### config.mk
export PLATFORM = sky130hd
export DESIGN_NAME = adrc_ctrl
export DESIGN_NICKNAME = d
export VERILOG_FILES = /design/src/sv/adrc_pkg.sv /design/src/sv/adrc_ctrl.sv
export SDC_FILE = /design/constraint.sdc
export NUM_CORES = 1
export LEC_CHECK = 0
export BUFFER_PORTS_ARGS = -buffer_cell sky130_fd_sc_hd__buf_2
export CAP_MARGIN = 20
export CORE_UTILIZATION = 55
export CTS_CLUSTER_SIZE = 10
export DETAILED_ROUTE_END_ITERATION = 10
export PLACE_DENSITY = 0.78
export SYNTH_ARGS = -nofsm -noshare
export SYNTH_HDL_FRONTEND = slang
export SYNTH_SLANG_ARGS = --single-unit
### constraint.sdc
create_clock -name i_clk -period 2.5 [get_ports i_clk]
set_clock_uncertainty 0.05 [all_clocks]
set_input_delay 0.5 -clock i_clk [delete_from_list [all_inputs] [get_ports i_clk]]
set_output_delay 0.5 -clock i_clk [all_outputs]
set_load 0.05 [all_outputs]
### src/sv/adrc_pkg.sv
// Shared types, step codes and constants of the dynamic range compressor.
package adrc_pkg;

    localparam int SAMPLE_BITS_DEF   = 24;
    localparam int LOG_ENTRIES_DEF   = 256;
    localparam int CFG_DATA_W        = 24;
    localparam int CFG_IDX_W         = 3;
    localparam int GR_W              = 14;
    localparam int DB_PER_LOG2_Q32   = 25252226;
    localparam int LOG2_PER_DB_Q32   = 11146541;
    localparam int MAX_REDUCTION     = 16383;
    localparam int LEVEL_FLOOR       = -10240;
    localparam int EXP_STEPS         = 16;

    typedef enum logic [CFG_IDX_W-1:0] {
        REG_USE_SC      = 3'd0,
        REG_THRESHOLD   = 3'd1,
        REG_INV_RATIO   = 3'd2,
        REG_KNEE_WIDTH  = 3'd3,
        REG_KNEE_COEFF  = 3'd4,
        REG_ATTACK      = 3'd5,
        REG_RELEASE     = 3'd6,
        REG_MAKEUP      = 3'd7
    } t_reg;

    typedef struct packed {
        logic               use_sc;
        logic signed [14:0] threshold;
        logic [16:0]        inv_ratio;
        logic [12:0]        knee_width;
        logic signed [23:0] knee_coeff;
        logic [23:0]        attack;
        logic [23:0]        release_c;
        logic [23:0]        makeup;
    } t_cfg;

    typedef enum logic [4:0] {
        OP_NONE, OP_NORM, OP_POS, OP_TAB0, OP_TAB1, OP_INTERP, OP_L2, OP_DB, OP_LVL,
        OP_CV1, OP_CV2, OP_CV3, OP_CV4, OP_PK1, OP_PK2, OP_PK3, OP_AT1, OP_AT2,
        OP_AT3, OP_GA1, OP_GA2, OP_EXPM, OP_EXPR, OP_SC1, OP_SC2, OP_SC3, OP_FIN
    } t_op;

    typedef struct packed {
        logic       load;
        t_op        op;
        logic [4:0] k;
    } t_cmd;

    localparam int FRONT_STEPS = 20;
    localparam t_op FRONT_OPS [FRONT_STEPS] = '{
        OP_NORM, OP_POS, OP_TAB0, OP_TAB1, OP_INTERP, OP_L2, OP_DB, OP_LVL,
        OP_CV1, OP_CV2, OP_CV3, OP_CV4, OP_PK1, OP_PK2, OP_PK3,
        OP_AT1, OP_AT2, OP_AT3, OP_GA1, OP_GA2
    };

endpackage

### src/sv/adrc_ctrl.sv
// Compressor sequencer: handshakes, one command per cycle unless stalled.
module adrc_ctrl (
    input  logic            i_clk,
    input  logic            i_rst_n,
    input  logic            i_in_valid,
    output logic            o_in_ready,
    output logic            o_out_valid,
    input  logic            i_out_ready,
    output adrc_pkg::t_cmd  o_cmd
);
    import adrc_pkg::*;

    typedef enum logic [4:0] {
        S_IDLE  = 5'b00001,
        S_FRONT = 5'b00010,
        S_EXP   = 5'b00100,
        S_BACK  = 5'b01000,
        S_FIN   = 5'b10000
    } t_state;

    t_state     r_state, n_state;
    logic [4:0] r_cnt, n_cnt;
    logic       r_phase, n_phase;
    logic       r_out_valid, n_out_valid;
    logic       out_free;
    t_cmd       cmd;

    assign o_in_ready  = (r_state == S_IDLE);
    assign o_out_valid = r_out_valid;
    assign out_free    = !r_out_valid || i_out_ready;
    assign o_cmd       = cmd;

    always_comb begin
        n_state = r_state;
        n_cnt   = r_cnt;
        n_phase = r_phase;
        cmd.load = 1'b0;
        cmd.op   = OP_NONE;
        cmd.k    = r_cnt;
        case (r_state)
            S_IDLE: begin
                if (i_in_valid) begin
                    cmd.load = 1'b1;
                    n_state  = S_FRONT;
                    n_cnt    = 5'd0;
                end
            end
            S_FRONT: begin
                cmd.op = FRONT_OPS[r_cnt];
                if (r_cnt == 5'(FRONT_STEPS - 1)) begin
                    n_state = S_EXP;
                    n_cnt   = 5'd1;
                    n_phase = 1'b0;
                end else begin
                    n_cnt = r_cnt + 5'd1;
                end
            end
            S_EXP: begin
                cmd.op  = r_phase ? OP_EXPR : OP_EXPM;
                n_phase = !r_phase;
                if (r_phase) begin
                    if (r_cnt == 5'(EXP_STEPS)) begin
                        n_state = S_BACK;
                        n_cnt   = 5'd0;
                    end else begin
                        n_cnt = r_cnt + 5'd1;
                    end
                end
            end
            S_BACK: begin
                if (r_cnt == 5'd0) begin
                    cmd.op = OP_SC1;
                end else if (r_cnt == 5'd1) begin
                    cmd.op = OP_SC2;
                end else begin
                    cmd.op = OP_SC3;
                end
                if (r_cnt == 5'd2) begin
                    n_state = S_FIN;
                end else begin
                    n_cnt = r_cnt + 5'd1;
                end
            end
            S_FIN: begin
                if (out_free) begin
                    cmd.op  = OP_FIN;
                    n_state = S_IDLE;
                end
            end
            default: begin
                n_state = S_IDLE;
            end
        endcase
    end

    always_comb begin
        n_out_valid = (r_out_valid && !i_out_ready) || (cmd.op == OP_FIN);
    end

    always_ff @(posedge i_clk) begin
        if (!i_rst_n) begin
            r_state     <= S_IDLE;
            r_cnt       <= 5'd0;
            r_phase     <= 1'b0;
            r_out_valid <= 1'b0;
        end else begin
            r_state     <= n_state;
            r_cnt       <= n_cnt;
            r_phase     <= n_phase;
            r_out_valid <= n_out_valid;
        end
    end

    a_fin_free: assert property (@(posedge i_clk) disable iff (!i_rst_n)
        (cmd.op == OP_FIN) |-> out_free)
        else $error("result written over an item not yet taken");
    a_load_start: assert property (@(posedge i_clk) disable iff (!i_rst_n)
        (i_in_valid && o_in_ready) |=> (r_state == S_FRONT && r_cnt == 5'd0))
        else $error("accepted item did not start the sequence");
    a_fin_hold: assert property (@(posedge i_clk) disable iff (!i_rst_n)
        (r_state == S_FIN && !out_free) |=> (r_state == S_FIN))
        else $error("left final step while output blocked");

endmodule

==> flow_metrics.tcl, run 1 <==
set metrics [dict create \
    irDropWorstVdd_uv 296.7 \
    antennaDiodeCount 0 \
    core_um2 1745 \
    ant_nets 0 \
    dpl.cell_count 155 \
    async_flop_share 0 \
    synth_edf_count 0 \
    cts.path.max_buffers 2 \
    layout_common_cells "13 x buf_2, 10 x dfxtp_1, 8 x a21oi_1, 7 x nor2_1" \
    drc 0 \
    reg2reg_depth 5 \
    path_cells "inv_2, ha_1, or4b_4, o221ai_2, buf_4" \
    grt_max_degree 14 \
    place.gp.congestion 0.7963 \
    cts_buffers 3 \
    cts_tree "built" \
    p_sw_mw 0.1830 \
    cts.sinks 12 \
    maxCapViolations 0 \
    power.share.clock 0.257 \
    p_sw_frac 0.3807 \
    vias 1017 \
    ys.flop_type "dfxtp_1" \
    crit_buf_inv 2 \
    rsz0062_at_grt "no" \
    ios 17 \
    seqPwrFrac 0.446 \
    p_leak_nw 0.4802 \
    routed_via_density 6.437 \
    post_dp_cell_area_um2 1106 \
    first_pass_iters 4 \
    hold_viol 0 \
    path_max_fanout 7 \
    dieArea_um2 2042 \
    wl_mm 2.400 \
    hpwl_mm 1.777 \
    outcome "finished, final reports clean" \
    drt_iter0_markers 32 \
    layout_commonest_cell "buf_2" \
    design_area_um2 1165 \
    slew_viol_final 0 \
    ys_top_cells_by_area "dfxtp_1 23%, ha_1 7.3%, a21oi_1 3.9%, nand4_1 3.7%, nand3_1 3.4%" \
    min_from "i_in_valid" \
    max_stage_delay_ns 0.50 \
    grt_overflow 0 \
    worstPathArrival_ns 1.87 \
    start_util 0.5878 \
    yosys.area.top_type "dfxtp_1" \
    seq_area_frac_synth 0.2341 \
    comb_power_share 0.297 \
    grt_antenna_before_repair 0 \
    cp-end-kind "primary output" \
    max_freq_ghz 0.4138 \
    portBuffers 16 \
    synth_fp_nets 132 \
    ys_types 49 \
    grt_pass1_wl_mm 4.022 \
    worstSetupPathType "flip-flop to primary output" \
    grt_pass1_vias 891 \
    fill_cells 149 \
    area_delta_synth_final_pct 13.54 \
    row_count 15 \
    setup_viol 0 \
    start_kind "flip-flop" \
    cts_setup_buffers 0 \
    worstPathRequired_ns 1.95 \
    rrSetupSlack_ns 0.47 \
    post_drt_wl_per_cell_um 15.19 \
    ys.warnings.count 0 \
    cts-root-buf "clkbuf_4" \
    instances_no_fill 158 \
    min_to "r_state[1]" \
    ys_ff_latch 12 \
    cp_slowest_cell "or4b_4" \
    synth_cells 122 \
    min_path_type "input port to flip-flop" \
    r2r_end "r_cnt[1]" \
    clk_latency_ns 0.28 \
    path_clk_slew_ns 0.08 \
    internal_power_mw 0.2977 \
    die_x_um 45.19 \
    crit_family "simple AND/OR/NAND/NOR gates" \
    hold_depth 3 \
    syn_area_um2 1026 \
    finalCritPeriodShare 0.9667 \
    min_period_ns 2.417 \
    nNetsFinal 145 \
    drive_above_1_share 0.2707 \
    r2r-start "r_state[2]" \
    syn_avg_cell_area_um2 8.410 \
    cts-htree-levels 1 \
    p_per_area_nw_per_um2 412.7 \
    yosysTopAreaCellShare 0.2341 \
    tightest_slew_ns 0.4586 \
    die_h_um 45.19 \
    grt.total_usage 0.2785 \
    relSlewSlack 0.6939 \
]
-- worst max path at each step --
stage | cells after the start | start | endpoint | slack, ns
2_1_floorplan | 4 | r_cnt[0] | o_cmd[6] | -0.27
3_3_place_gp | 5 | r_cnt[0] | o_cmd[7] | 0.30
3_5_place_dp | 5 | r_cnt[0] | o_cmd[7] | 0.21
4_1_cts | 5 | r_cnt[0] | o_cmd[7] | 0.003
5_1_grt | 4 | r_state[2] | o_cmd[7] | 0.008
6_report | 5 | r_cnt[0] | o_cmd[7] | 0.08
-- through the flow --
stage          total power [mW]  setup TNS [ns]  hold WS, ns  setup slack (ns)  utilization
6_report                 0.4807               0       0.4604           0.08323       0.6674
5_1_grt                  0.5054               0       0.4753          0.007617       0.6674
4_1_cts                  0.4766               0       0.4595          0.002649       0.6495
3_5_place_dp             0.3564               0       0.5586            0.2149       0.6337
3_3_place_gp             0.3534               0       0.5464            0.3039       0.6337
2_1_floorplan            0.3298         -0.7721       0.5021           -0.2702            -
-- logic make-up (layout without fill, tap and decap cells) --
group	count (synthesis)	count (layout)	synth area share
and+or+nand+nor	57	57	0.3719
buffers and inverters	14	25	0.07561
DFF	12	12	0.2341
xor gates and xnor gates	1	1	0.008538
adders and majority gates	6	6	0.07317
AOI/OAI and AO/OA	32	32	0.2366
-- synthesized netlist by cell type (4+ instances only) --
master / number
nand4_1: 6
a21oi_1: 8
dfxtp_1: 12
nor2_1: 7
nand2_1: 4
buf_2: 5
ha_1: 6
nand3_1: 7
inv_1: 5
o2111ai_1: 4
-- routing by layer --
metal,share of wire,track usage,vias up,wire (um)
met5,0,0,-,0
met3,0.060,0.05200,4,144
met1,0.49,0.3799,475,1172
met2,0.43,0.4145,41,1032
met4,0.021,0.1455,0,50
li1,-,-,497,-
-- area by class of cell --
type | count | area (um^2) | area share
Sequential cell | 12 | 242.7 | 0.2084
Clock buffer | 3 | 22.52 | 0.01933
Inverter | 6 | 22.52 | 0.01933
Timing Repair Buffer | 16 | 91.34 | 0.07841
Multi-Input combinational cell | 96 | 754.5 | 0.6477
Tap cell | 25 | 31.28 | 0.02685
-- flip-flops by register name, indices dropped and copies added, names as in the netlist --
name and cells:
r_phase 1, r_cnt 5, o_out_valid 1, r_state 5
-- what timing repair did --
item,in CTS,in global routing
hold buffers,0,0
endpoints found under the hold margin,0,0
endpoints found under the setup margin,3,4
resized for setup,3,9
pin swaps,0,1
-- power groups by stage --
| stage | clock, mW | sequential [mW] | combinational, mW |
|---|---|---|---|
| 2_1_floorplan | 0 | 0.214 | 0.116 |
| 3_3_place_gp | 0 | 0.217 | 0.136 |
| 3_5_place_dp | 0 | 0.218 | 0.138 |
| 4_1_cts | 0.123 | 0.213 | 0.140 |
| 5_1_grt | 0.135 | 0.216 | 0.155 |
| 6_report | 0.124 | 0.214 | 0.143 |
-- worst reg2reg max path: stages, from the launching register on --
cell	delay (ns)
dfxtp_1	0.56
nor3b_2	0.29
nand2_1	0.26
o211ai_1	0.45
and4_1	0.25
o21a_1	0.11
No activity file was read; power rests on OpenSTA's default activity.
==> run 2: changes to the inputs <==
--- a/config.mk
+++ b/config.mk
@@ -5,6 +5,7 @@
 export SDC_FILE = /design/constraint.sdc
 export NUM_CORES = 1
 export LEC_CHECK = 0
+export ABC_AREA = 1
 export BUFFER_PORTS_ARGS = -buffer_cell sky130_fd_sc_hd__buf_2
 export CAP_MARGIN = 20
 export CORE_UTILIZATION = 55
==> run 2 against run 1 <==
Net effect:
- highest routed layer unchanged
- flip-flop and latch count unchanged
- worst hold slack worse by 0.019 ns
- first-iteration DRC count down 9.4%
- largest power group unchanged
- combinational power down 27%
- global-route usage down 4.4 points
- final cell count up 27%
- critical path type unchanged
- die area down 0.46%
- critical path depth up 4
- wire length down 9.0%
- synthesized cell count up 28%
- non-clock buffer count up 2
==> flow_metrics.tcl, run 2 <==
set metrics [dict create \
    grt_max_degree 12 \
    grt_overflow 0 \
    place_ws_ns 0.5091 \
    vias 1022 \
    cp-end-kind "primary output" \
    cts_tree "built" \
    ios 17 \
    area_delta_synth_final_pct 14.83 \
    cp_slowest_cell "dfxtp_2" \
    ant_nets 0 \
    finish.utilization 0.6790 \
    ys.flop_type "dfxtp_1" \
    r2r_end "r_state[3]" \
    hpwl_mm 1.781 \
    grt_util_met3 0.07200 \
    grt_antenna_before_repair 0 \
    synth_edf_count 0 \
    largestRegisters "r_cnt: 5 flops, r_state: 5 flops" \
    report.power.total_mw 0.4654 \
    die_h_um 45.09 \
    clk_latency_ns 0.28 \
    path_clk_slew_ns 0.08 \
    met1_usage 0.2794 \
    hold_depth 3 \
    min_to "r_state[0]" \
    layout_common_cells "33 x nand2_1, 24 x inv_1, 16 x buf_2, 15 x a21oi_1, 13 x nor2_1" \
    seq_area_frac_synth 0.2353 \
    fin_setup_tns_ns 0 \
    portBuffers 16 \
    maxCapViolations 0 \
    start_util 0.5913 \
    synth_common_cells "33 x nand2_1, 24 x inv_1, 15 x a21oi_1" \
    ys_ff_latch 12 \
    slew_viol_final 0 \
    drt_iter0_markers 29 \
    relSlewSlack 0.7546 \
    die_x_um 45.09 \
    ys.warnings.count 0 \
    rrSetupSlack_ns 0.88 \
    yosysMostFrequentCell "nand2_1" \
    post_drt_wl_per_cell_um 10.92 \
    p_leak_nw 0.5687 \
    grt.total_usage 0.2344 \
    drc 0 \
    yosys.area.top_type "dfxtp_1" \
    grt_pass1_vias 823 \
    rsz0062_at_grt "no" \
    outcome "finished, final reports clean" \
    max_freq_ghz 0.4343 \
    synth_fp_nets 166 \
    nNetsFinal 186 \
    irDropWorstVdd_uv 388.3 \
    top_usage_layer "met2" \
    path_max_fanout 9 \
    min_period_ns 2.303 \
    min_path_type "input port to flip-flop" \
    crit_family "adder cells" \
    worstSetupPathType "flip-flop to primary output" \
    wl_mm 2.183 \
    cts_setup_buffers 0 \
    synth_cells 156 \
    row_count 15 \
    core_um2 1727 \
    cts.sinks 12 \
    cpMostUsedCell "nor2_1" \
    path_cells "ha_1, ha_1, nor2_1, nor2_1, nand2_1, nor2_1, nor2_1, inv_1, buf_2" \
    cts.path.max_buffers 2 \
    antennaDiodeCount 0 \
    cts-root-buf "clkbuf_4" \
    worstPathArrival_ns 1.75 \
    syn_area_um2 1021 \
    cts_buffers 3 \
    start_kind "flip-flop" \
    place.gp.congestion 0.8881 \
    finalCritPeriodShare 0.9211 \
    yosysTopAreaCellShare 0.2353 \
    syn_avg_cell_area_um2 6.545 \
    r2r-start "r_cnt[2]" \
    layout_commonest_cell "nand2_1" \
    cts-htree-levels 1 \
    startpoint "r_cnt[0]" \
    fin_ws_ns 0.1972 \
    ys_types 25 \
    max_stage_delay_ns 0.41 \
    cts_hold_buffers 0 \
    reg2reg_depth 8 \
    routed_via_density 5.110 \
    dieArea_um2 2033 \
    async_flop_share 0 \
    hold_viol 0 \
    ys_top_cells_by_area "dfxtp_1 24%, nand2_1 12%, inv_1 8.8%, a21oi_1 7.4%, ha_1 7.4%" \
    instances_no_fill 200 \
    dpl.cell_count 196 \
    crit_buf_inv 2 \
    met2_usage 0.4232 \
    tightest_slew_ns 0.3678 \
    first_pass_iters 4 \
    cts_resized 0 \
    worstPathRequired_ns 1.95 \
    setup_viol 0 \
    drive_above_1_share 0.2686 \
    p_per_area_nw_per_um2 397.0 \
    min_from "i_rst_n" \
    grt_pass1_wl_mm 3.436 \
]
run 2: changes by cell type in the layout (fill, tap and decap cells not counted), moves of 3 or more:
cell,delta
a21oi_1,+7
and3_1,-3
buf_2,+3
inv_1,+20
nand2_1,+29
nand2_2,+4
nand3_1,+7
nor2_1,+6
nor2_4,+6
nor2b_1,-3
o21ai_0,-3
or3_1,-3
run 2: worst max-delay path by stage:
stage / to / slack (ns) / depth (start not counted)
6_report: o_cmd[8] / 0.20 / 9
5_1_grt: o_cmd[8] / 0.004 / 9
4_1_cts: o_cmd[8] / 0.19 / 9
3_5_place_dp: o_cmd[8] / 0.51 / 9
3_3_place_gp: o_cmd[8] / 0.54 / 9
2_1_floorplan: o_cmd[9] / 0.02 / 3
run 2: kinds of logic (layout without fill, tap and decap cells):
| group | count (synthesis) | count (layout) | share of synthesized area |
|---|---|---|---|
| buffers and inverters | 29 | 48 | 0.1091 |
| DFF | 12 | 12 | 0.2353 |
| xor gates and xnor gates | 2 | 2 | 0.01716 |
| and+or+nand+nor | 87 | 87 | 0.4583 |
| adders and majority gates | 6 | 6 | 0.07353 |
| AOI/OAI and AO/OA | 20 | 20 | 0.1066 |
run 2: area by class of cell:
type | instances | area (um^2)
sequential | 12 | 242.7
clock buffer | 4 | 36.28
multi-input combinational | 115 | 669.4
timing repair buffer | 18 | 95.09
tap | 25 | 31.28
inverter | 26 | 97.59
fill | 162 | 554.3
run 2: routing by layer:
layer	vias to the layer above	wire, um
li1	536	-
met1	456	929
met2	27	1137
met3	3	110
met4	0	5
met5	-	0
run 2: metrics by stage:
step | hold WS (ns) | cell area, um^2
after global routing | 0.4413 | 1172
final | 0.4410 | 1172
after CTS | 0.4331 | 1172
after floorplan | 0.4209 | 1023
after detailed placement | 0.4359 | 1136
after global placement | 0.4318 | 1136
run 2: power breakdown:
part	internal (mW)	total [mW]	switching, mW
combinational	0.0292	0.104	0.0749
clock	0.0888	0.159	0.0705
sequential	0.195	0.202	0.00690
run 2: worst min-delay path, delay by kind of cell:
| family | cells | cell delay [ns] |
|---|---|---|
| AOI/OAI and AO/OA | 1 | 0.09 |
| buffers and inverters | 1 | 0.11 |
| and+or+nand+nor | 1 | 0.05 |
